### src/rtl/cmws_pkg.sv
// Shared types and constants for the circular minimum window sum core.
// No dependencies.
package cmws_pkg;
  localparam int MAX_ITEMS_DEF = 1024;
  localparam int TGT_W = 63;
  localparam int VAL_W = 32;
  localparam int IDX_W = 11;
  localparam logic [62:0] SAT63 = {63{1'b1}};

  typedef enum logic [3:0] {
    ST_LOAD, ST_DIV, ST_MUL, ST_SCAN_RD, ST_SCAN_ADD, ST_SCAN_CHK, ST_SCAN_SUB,
    ST_FIN, ST_OUT
  } state_t;

  typedef struct packed {
    logic load;       // store beat, add to total
    logic clear;      // reset count and total
    logic div_start;
    logic mul_start;
    logic scan_init;
    logic add_hi;     // sum += rdata
    logic rd_lo;      // issue read at lo
    logic check;      // compare and record best
    logic sub_lo;     // sum -= rdata, lo++
    logic adv_hi;     // hi++
    logic finish;     // compute count
  } cmd_t;

  typedef struct packed {
    logic div_done;
    logic mul_done;
    logic rem_zero;
    logic total_zero;
    logic sum_ge;     // sum >= need and lo <= hi
    logic hi_end;     // hi == 2n - 1
  } sts_t;
endpackage

### src/rtl/cmws_ctrl.sv
// Controller state machine for the circular minimum window sum core.
// Depends on cmws_pkg.
module cmws_ctrl (
  input  logic            clk,
  input  logic            rst,
  input  logic            in_beat,
  input  logic            in_last,
  input  logic            out_ready,
  input  cmws_pkg::sts_t  sts,
  output cmws_pkg::cmd_t  cmd,
  output logic            in_ready,
  output logic            out_valid
);
  cmws_pkg::state_t state, state_next;

  always_ff @(posedge clk) begin
    if (rst) begin
      state <= cmws_pkg::ST_LOAD;
    end else begin
      state <= state_next;
    end
  end

  always_comb begin
    state_next = state;
    cmd = '0;
    in_ready = 1'b0;
    out_valid = 1'b0;
    case (state)
      cmws_pkg::ST_LOAD: begin
        in_ready = 1'b1;
        if (in_beat) begin
          cmd.load = 1'b1;
          if (in_last) begin
            cmd.div_start = 1'b1;
            state_next = cmws_pkg::ST_DIV;
          end
        end
      end
      cmws_pkg::ST_DIV: begin
        if (sts.total_zero) begin
          state_next = cmws_pkg::ST_FIN;
        end else if (sts.div_done) begin
          cmd.mul_start = 1'b1;
          state_next = cmws_pkg::ST_MUL;
        end
      end
      cmws_pkg::ST_MUL: begin
        if (sts.mul_done) begin
          if (sts.rem_zero) begin
            state_next = cmws_pkg::ST_FIN;
          end else begin
            cmd.scan_init = 1'b1;
            state_next = cmws_pkg::ST_SCAN_RD;
          end
        end
      end
      cmws_pkg::ST_SCAN_RD: begin
        state_next = cmws_pkg::ST_SCAN_ADD;
      end
      cmws_pkg::ST_SCAN_ADD: begin
        cmd.add_hi = 1'b1;
        cmd.rd_lo = 1'b1;
        state_next = cmws_pkg::ST_SCAN_CHK;
      end
      cmws_pkg::ST_SCAN_CHK: begin
        if (sts.sum_ge) begin
          cmd.check = 1'b1;
          cmd.rd_lo = 1'b1;
          state_next = cmws_pkg::ST_SCAN_SUB;
        end else if (sts.hi_end) begin
          state_next = cmws_pkg::ST_FIN;
        end else begin
          cmd.adv_hi = 1'b1;
          state_next = cmws_pkg::ST_SCAN_RD;
        end
      end
      cmws_pkg::ST_SCAN_SUB: begin
        cmd.sub_lo = 1'b1;
        cmd.rd_lo = 1'b1;
        state_next = cmws_pkg::ST_SCAN_CHK;
      end
      cmws_pkg::ST_FIN: begin
        cmd.finish = 1'b1;
        state_next = cmws_pkg::ST_OUT;
      end
      cmws_pkg::ST_OUT: begin
        out_valid = 1'b1;
        if (out_ready) begin
          cmd.clear = 1'b1;
          state_next = cmws_pkg::ST_LOAD;
        end
      end
      default: state_next = cmws_pkg::ST_LOAD;
    endcase
  end
endmodule

### config.mk
export PLATFORM = sky130hd
export DESIGN_NAME = cmws_ctrl
export DESIGN_NICKNAME = d
export VERILOG_FILES = /design/src/rtl/cmws_pkg.sv /design/src/rtl/cmws_ctrl.sv
export SDC_FILE = /design/constraint.sdc
export NUM_CORES = 1
export LEC_CHECK = 0
export CORE_AREA = 2 2 39 41
export DETAILED_ROUTE_END_ITERATION = 8
export DIE_AREA = 0 0 41 43
export DONT_BUFFER_PORTS = 1
export SLEW_MARGIN = 40
export SYNTH_ARGS = -nofsm -noshare
export SYNTH_HDL_FRONTEND = slang
export SYNTH_SLANG_ARGS = --single-unit
### constraint.sdc
create_clock -name clk -period 1.7 [get_ports clk]
set_input_delay 0 -clock clk [delete_from_list [all_inputs] [get_ports clk]]
set_output_delay 0 -clock clk [all_outputs]
set_load 0.05 [all_outputs]
======== After elaboration in Yosys (flattened, before gate mapping) ========
Index checks and enable logic that the tools add are counted.
word-level totals
  flip-flop bits (word level) ............. 4
  output and inout bits ................... 13
  logic and storage cells ................. 51
operators by class
  equal/unequal tests ..................... 13
  multiplexer cells ....................... 34
  reductions and logical operators ........ 3
operators with widths
  operator                                             number
  case mux 4 bit (8 select lines)                      1
  2-to-1 mux 4 bit                                     7
  2-to-1 mux 1 bit                                     22
  equality test 4 x 3 -> 1 bit, second input constant  4
  equality test 4 x 2 -> 1 bit, second input constant  2
  != test 2 bit, second input constant                 4
  2-to-1 mux 3 bit                                     2
  AND reduction 5 bit                                  1
  equality test 4 x 1 -> 1 bit, second input constant  1
  equality test 4 bit, second input constant           1
  logical NOT 4 bit                                    1
  != test 3 bit, second input constant                 1
  2-to-1 mux 2 bit                                     1
  case mux 1 bit (2 select lines)                      1
  OR reduction 2 bit                                   1

======== Longest topological paths before layout ========
Gate-level depths: netlist of run 1.
  depth after elaboration ................. 3
  gate-level depth with buffers ........... 5
  gate-level depth less buffers ........... 4

======== Worst setup path after synthesis of run 1 ========
OpenSTA, ideal clock, no wires.
  kind .................................... reg2out
  from .................................... register state[3]
  to ...................................... output port cmd[6] (netlist bit)
  arrival time ............................ 2084 ps
  data required time ...................... 1700 ps
  setup slack ............................. -384 ps
  cell stages (with the launch flop) ...... 3
  path through ............................ dfxtp_1 nand2b_1 nor4bb_1
RTL lines
  item                      line             source
  start: declaration        cmws_ctrl.sv:14  cmws_pkg::state_t state, state_next;
  start signal: assignment  cmws_ctrl.sv:18  state <= cmws_pkg::ST_LOAD;
  start signal: assignment  cmws_ctrl.sv:20  state <= state_next;
  end: declaration          cmws_ctrl.sv:10  output cmws_pkg::cmd_t cmd,

==> flow_metrics.py, run 1 <==
metrics = {
    "status": {
        "status": "complete, no violations",
    },
    "pwr": {
        "power.total_mw": 0.688,
        "p_seq_frac": 0.230,
        "leakage_nw": 0.240,
        "power_frac_comb": 0.605,
        "p_sw_frac": 0.470,
        "power.density_mw_per_mm2": 1160,
        "p_clk_frac": 0.165,
        "power.switching_mw": 0.324,
        "max-vdd-ir-drop_mv": 0.552,
        "power.internal_mw": 0.365,
    },
    "die": {
        "rows": 14,
        "coreArea_mm2": 0.00138,
        "die_y_um": 43,
        "dieArea_mm2": 0.00176,
        "initial_core_util": 0.307,
        "num_io_pins": 24,
        "die_x_um": 41,
    },
    "yosys": {
        "synth_top_flop_cell": "dfxtp_1",
        "synth_cell_types": 28,
        "synth.area.top_cells": "dfxtp_1, nor2_1, buf_6, nor2_4, nand3_2",
        "async_flop_share": 0,
        "synth.top_cell.area_share": 0.188,
        "syn_area_um2": 425,
        "syn_nets": 64,
        "synth_area_leader_cell": "dfxtp_1",
        "synth-seq-cells": 4,
        "yosysSeqAreaShare": 0.188,
        "yosys_warnings": 0,
        "syn_inst": 53,
        "synth-edff-count": 0,
        "avgSynthCellArea_um2": 8.03,
    },
    "job": {
        "drv_cap": 0,
    },
    "routing": {
        "ant_nets": 0,
        "vias_per_cell": 4.89,
        "wl_um": 872,
        "drcViolationCount": 0,
        "avgRoutedWirePerCell_um": 10.5,
        "vias": 406,
        "dr.first_iter.drc_count": 2,
        "dr.pass1.iters": 2,
    },
    "final_layout": {
        "largestRegisters": "state: 4 flops",
        "finalInstanceArea_um2": 593,
        "num_antenna_cells": 0,
        "layout_common_cells": "nor2_1, buf_4, inv_1, dfxtp_1",
        "finalNetCount": 80,
        "stdcell_count": 83,
        "largest_reg_flops": 4,
        "top_register": "state",
        "final_core_util": 0.429,
        "area_growth_pct": 39.4,
        "n_fill_cell": 142,
        "drive_gt1_frac": 0.433,
    },
    "placement": {
        "port-buffer-count": 0,
        "placed_area_um2": 541,
        "hpwl_um": 753,
        "placed_cells": 77,
        "place_ws_ns": 0.339,
        "gp_congestion": 0.693,
    },
    "critical_path": {
        "reg2reg_setup_slack_ns": 0.45,
        "reg2reg_from": "state[2]$_SDFFE_PP0P_",
        "r2r-end": "state[0]$_SDFFE_PP0P_",
        "reg2reg_depth": 3,
        "crit_start": "state[2]$_SDFFE_PP0P_",
        "start_kind": "flop",
        "cp-endpoint": "cmd[9]",
        "cp-end-kind": "output port",
        "arrival_ns": 1.60,
        "worst_ep_required_time_ns": 1.70,
        "cp_max_fo": 8,
        "crit_type": "flop to output port",
    },
    "clocking": {
        "cts_made_buffers": 3,
        "clock_latency_ns": 0.23,
        "ctsHoldBuffers": 3,
        "root_buffer": "clkbuf_4",
        "postCtsSetupBuffers": 0,
        "clk_pin_slew_worst_paths_ns": 0.03,
        "ctsLongestPathBuffers": 2,
        "htreeDepth": 1,
        "cts.sinks": 4,
        "ctsResizeCount": 0,
        "cts_tree": "built",
    },
    "global_routing": {
        "antenna_found_initial": 0,
        "grtUsageTotal": 0.112,
        "grt_pass1_wl_um": 1320,
        "grt_max_degree": 11,
        "grt-ovfl-total": 0,
        "grt_pass1_vias": 325,
    },
    "timing": {
        "fin_crit_ns": 1.60,
        "maxSlewViolCount": 0,
        "tns_ns": 0,
        "rsz0062_at_grt": "false",
        "period_share": 0.941,
        "tightest_slew_ns": 0.502,
        "setup_slack_ns": 0.101,
        "timing.fmax_ghz": 0.625,
        "max_slew_margin": 0.667,
        "hold_ws_ns": 0.0807,
        "hold_viol": 0,
        "fin_skew_ns": 0.00265,
        "setup_viol": 0,
    },
    "min_path": {
        "hp-class": "input pin to flop",
    },
}
[layout make-up]
type,count,area (um2),area share
inverters,5,18.8,0.0316
well taps,16,20.0,0.0338
multi-input cells,41,314,0.530
clock buffers,3,22.5,0.0380
flip-flops and latches,4,80.1,0.135
repair buffers,14,138,0.232
[cells in the mapped netlist (2+ instances only)]
master    n
nor2_1    9
nor2_4    3
nand2b_1  2
nand3_2   2
o21ai_0   2
and2_1    2
buf_6     3
nand3_1   3
dfxtp_1   4
nand2_1   2
inv_1     4
[layer usage]
metal | track usage | part of all wire
met1 | 0.138 | 0.41
met3 | 0.0628 | 0.11
met5 | 0 | 0
met4 | 0.0400 | 0
met2 | 0.159 | 0.47
[worst min-delay path by stage]
stage | startpoint | endpoint | slack (ns) | depth (start not counted)
2_1_floorplan | rst | state[3]$_SDFFE_PP0P_ | 0.07 | 1
3_3_place_gp | rst | state[3]$_SDFFE_PP0P_ | 0.08 | 1
3_5_place_dp | rst | state[3]$_SDFFE_PP0P_ | 0.07 | 1
4_1_cts | sts[4] | state[0]$_SDFFE_PP0P_ | 0.08 | 3
5_1_grt | sts[2] | state[1]$_SDFFE_PP0P_ | 0.1 | 4
6_report | sts[4] | state[0]$_SDFFE_PP0P_ | 0.08 | 3
[worst max-delay path: stages, from the launching register on]
cell and delay (ns):
dfxtp_1 0.42, nor2_4 0.18, and3_4 0.31, and2_1 0.46
[logic make-up after synthesis]
group / Yosys count / synth area share
flip-flops: 4 / 0.188
AND/OR/NAND/NOR: 33 / 0.538
buffers and inverters: 8 / 0.124
multiplexers: 1 / 0.0235
AO/OA/AOI/OAI: 7 / 0.126
[power groups by stage]
stage                     Clock [mW]  Sequential, mW  Combinational, mW
after floorplan                    0           0.126              0.364
after global placement             0           0.158              0.414
after detailed placement           0           0.159              0.413
after CTS                      0.119           0.158              0.421
after global routing           0.132           0.162              0.449
final                          0.113           0.158              0.416
(Power assumes the default switching activity.)
==> run 2: changes to the inputs <==
- ABC_AREA: not set -> 1
==> run 2 against run 1 <==
Sequential share of layout area up 0.53 points. Core utilization decreased by 1.6 points. Area after synthesis decreased by 7.1%. Sequential power is 4% lower. Critical path type is now input pin to flop. Final area down 3.8%. Clock power barely moved. Critical path depth grew 5. Clock skew is essentially flat. Clock-buffer cell count did not move.
==> flow_metrics.py, run 2 <==
metrics = {
    "critical_path": {
        "crit_type": "input pin to flop",
        "arrival_ns": 1.56,
        "cp_max_fo": 3,
        "worst_ep_required_time_ns": 1.82,
        "start_kind": "input pin",
        "crit_chain": "dlygate4sd3_1, nor2_1, dlygate4sd3_1, nand3_2, nand2_1, nor2_2, o21ai_1, a21oi_2",
        "crit_top_cell": "dlygate4sd3_1",
        "cp-end-kind": "flop",
        "slowest_stage": "dlygate4sd3_1",
        "crit_path_max_incr_delay_ns": 0.56,
        "crit_start": "sts[5]",
        "reg2reg_from": "state[0]$_SDFFE_PP0P_",
    },
    "pwr": {
        "p_seq_frac": 0.199,
        "power.density_mw_per_mm2": 1330,
        "power.switching_mw": 0.435,
        "leakage_nw": 0.275,
        "power.internal_mw": 0.325,
        "power_frac_comb": 0.650,
        "p_sw_frac": 0.572,
        "max-vdd-ir-drop_mv": 0.409,
        "p_clk_frac": 0.151,
        "power.total_mw": 0.760,
    },
    "yosys": {
        "yosysSeqAreaShare": 0.203,
        "syn_area_um2": 395,
        "synth-edff-count": 0,
        "yosys.area_share.simple": 0.582,
        "synth.top_cell.area_share": 0.203,
        "synth_fa_ha_area_frac": 0,
        "synth.area.top_cells": "dfxtp_1, nand2_1, nand3_1, inv_1, nor2_4",
        "synth_cell_types": 18,
        "synth_top_flop_cell": "dfxtp_1",
        "yosys_warnings": 0,
        "syn_nets": 77,
        "synth_top_family_by_area": "simple AND/OR/NAND/NOR gates",
        "synth_area_leader_cell": "dfxtp_1",
        "synth-compound-area-share": 0.0918,
        "synth_mux_area_frac": 0,
        "synth_commonest_cells": "nand2_1, inv_1, nand3_1, nor2_1",
        "synth.most_common_cell": "nand2_1",
        "syn_inst": 66,
        "async_flop_share": 0,
        "synth-seq-cells": 4,
        "avgSynthCellArea_um2": 5.99,
        "synth_xor_area_frac": 0,
    },
    "clocking": {
        "cts.sinks": 4,
        "root_buffer": "clkbuf_4",
        "cts_tree": "built",
        "clock_latency_ns": 0.23,
        "ctsResizeCount": 0,
        "ctsHoldBuffers": 4,
        "postCtsSetupBuffers": 0,
        "ctsLongestPathBuffers": 2,
        "cts_made_buffers": 3,
        "clk_pin_slew_worst_paths_ns": 0.04,
        "htreeDepth": 1,
    },
    "final_layout": {
        "largestRegisters": "state: 4 flops",
        "drive_gt1_frac": 0.357,
        "area_growth_pct": 44.3,
        "num_antenna_cells": 0,
        "layout_commonest_cell": "nand2_1",
        "layout_common_cells": "nand2_1, buf_4, inv_1",
        "finalNetCount": 97,
        "top_register": "state",
        "stdcell_count": 100,
        "finalInstanceArea_um2": 571,
        "largest_reg_flops": 4,
    },
    "global_routing": {
        "grt-ovfl-total": 0,
        "grtUsageTotal": 0.137,
        "antenna_found_initial": 0,
        "grt_pass1_wl_um": 1650,
        "grt_pass1_vias": 430,
        "grt_max_degree": 10,
    },
    "timing": {
        "setup_slack_ns": 0.259,
        "hold_viol": 0,
        "fin_skew_ns": 0.00296,
        "maxSlewViolCount": 0,
        "fin_crit_ns": 1.44,
        "tns_ns": 0,
        "timing.fmax_ghz": 0.694,
        "period_share": 0.848,
        "tightest_slew_ns": 0.417,
        "max_slew_margin": 0.722,
        "setup_viol": 0,
        "rsz0062_at_grt": "false",
    },
    "status": {
        "status": "complete, no violations",
    },
    "die": {
        "coreArea_mm2": 0.00138,
        "initial_core_util": 0.286,
        "die_y_um": 43,
        "dieArea_mm2": 0.00176,
        "die_x_um": 41,
        "rows": 14,
        "num_io_pins": 24,
    },
    "routing": {
        "avgRoutedWirePerCell_um": 9.71,
        "drcViolationCount": 0,
        "dr.pass1.iters": 4,
        "dr.first_iter.drc_count": 4,
        "vias": 457,
        "wl_um": 971,
        "ant_nets": 0,
        "vias_per_cell": 4.57,
    },
    "placement": {
        "place_ws_ns": 0.496,
        "placed_cells": 93,
        "hpwl_um": 835,
        "port-buffer-count": 0,
        "placed_area_um2": 508,
        "gp_congestion": 0.841,
    },
    "job": {
        "drv_cap": 0,
    },
    "min_path": {
        "hp-start": "sts[4]",
        "hp-class": "input pin to flop",
    },
}
==> run 2: cell count changes after synthesis, moves of 2 or more <==
cell	before	now
nand2_1	2	13
inv_1	4	9
nand3_1	3	8
buf_6	3	0
inv_2	1	4
and2_1	2	0
nand2b_1	2	0
nor2_2	1	3
nor3_1	1	3
==> run 2: power groups by stage <==
stage	Clock, mW	Sequential, mW	Combinational, mW
finish	0.115	0.151	0.494
global route	0.126	0.156	0.546
CTS	0.119	0.151	0.496
floorplan	0	0.148	0.396
global placement	0	0.152	0.477
detailed placement	0	0.153	0.487
==> run 2: final cells by class <==
cell class | count | area [um2]
Tap cell | 16 | 20.0
Timing Repair Buffer | 15 | 123
Multi-Input combinational cell | 49 | 277
Clock buffer | 3 | 22.5
Fill cell | 145 | 813
Inverter | 13 | 48.8
Sequential cell | 4 | 80.1
==> run 2: through the flow <==
step / hold slack (ns) / utilization
2_1_floorplan: 0.0624 / -
3_3_place_gp: 0.0638 / 0.367
3_5_place_dp: 0.0647 / 0.367
4_1_cts: 0.0147 / 0.412
5_1_grt: 0.0493 / 0.412
6_report: 0.0183 / 0.412
==> run 2: kinds of logic (layout without fill, tap and decap cells) <==
family / Yosys count / count (layout)
compound gates: 6 / 6
buf+inv: 13 / 31
flops: 4 / 4
simple gates: 43 / 43
==> run 2: critical path: cells and delay by family <==
family          cells  cell delay [ns]
buf+inv             2             1.09
simple gates        4             0.31
compound gates      2             0.15
==> run 2: layer usage <==
metal,part of all wire,global-route usage
met5,0,0
met4,0,0.0800
met3,0.050,0.0314
met2,0.48,0.216
met1,0.46,0.160
==> run 2: final timing paths <==
path	end	cells after the start	slack (ns)
worst max-delay path	state[0]$_SDFFE_PP0P_	8	0.26
worst min register to register	state[3]$_SDFFE_PP0P_	4	0.65
worst max register to register	state[0]$_SDFFE_PP0P_	7	0.50
worst min-delay path	state[1]$_SDFFE_PP0P_	3	0.02
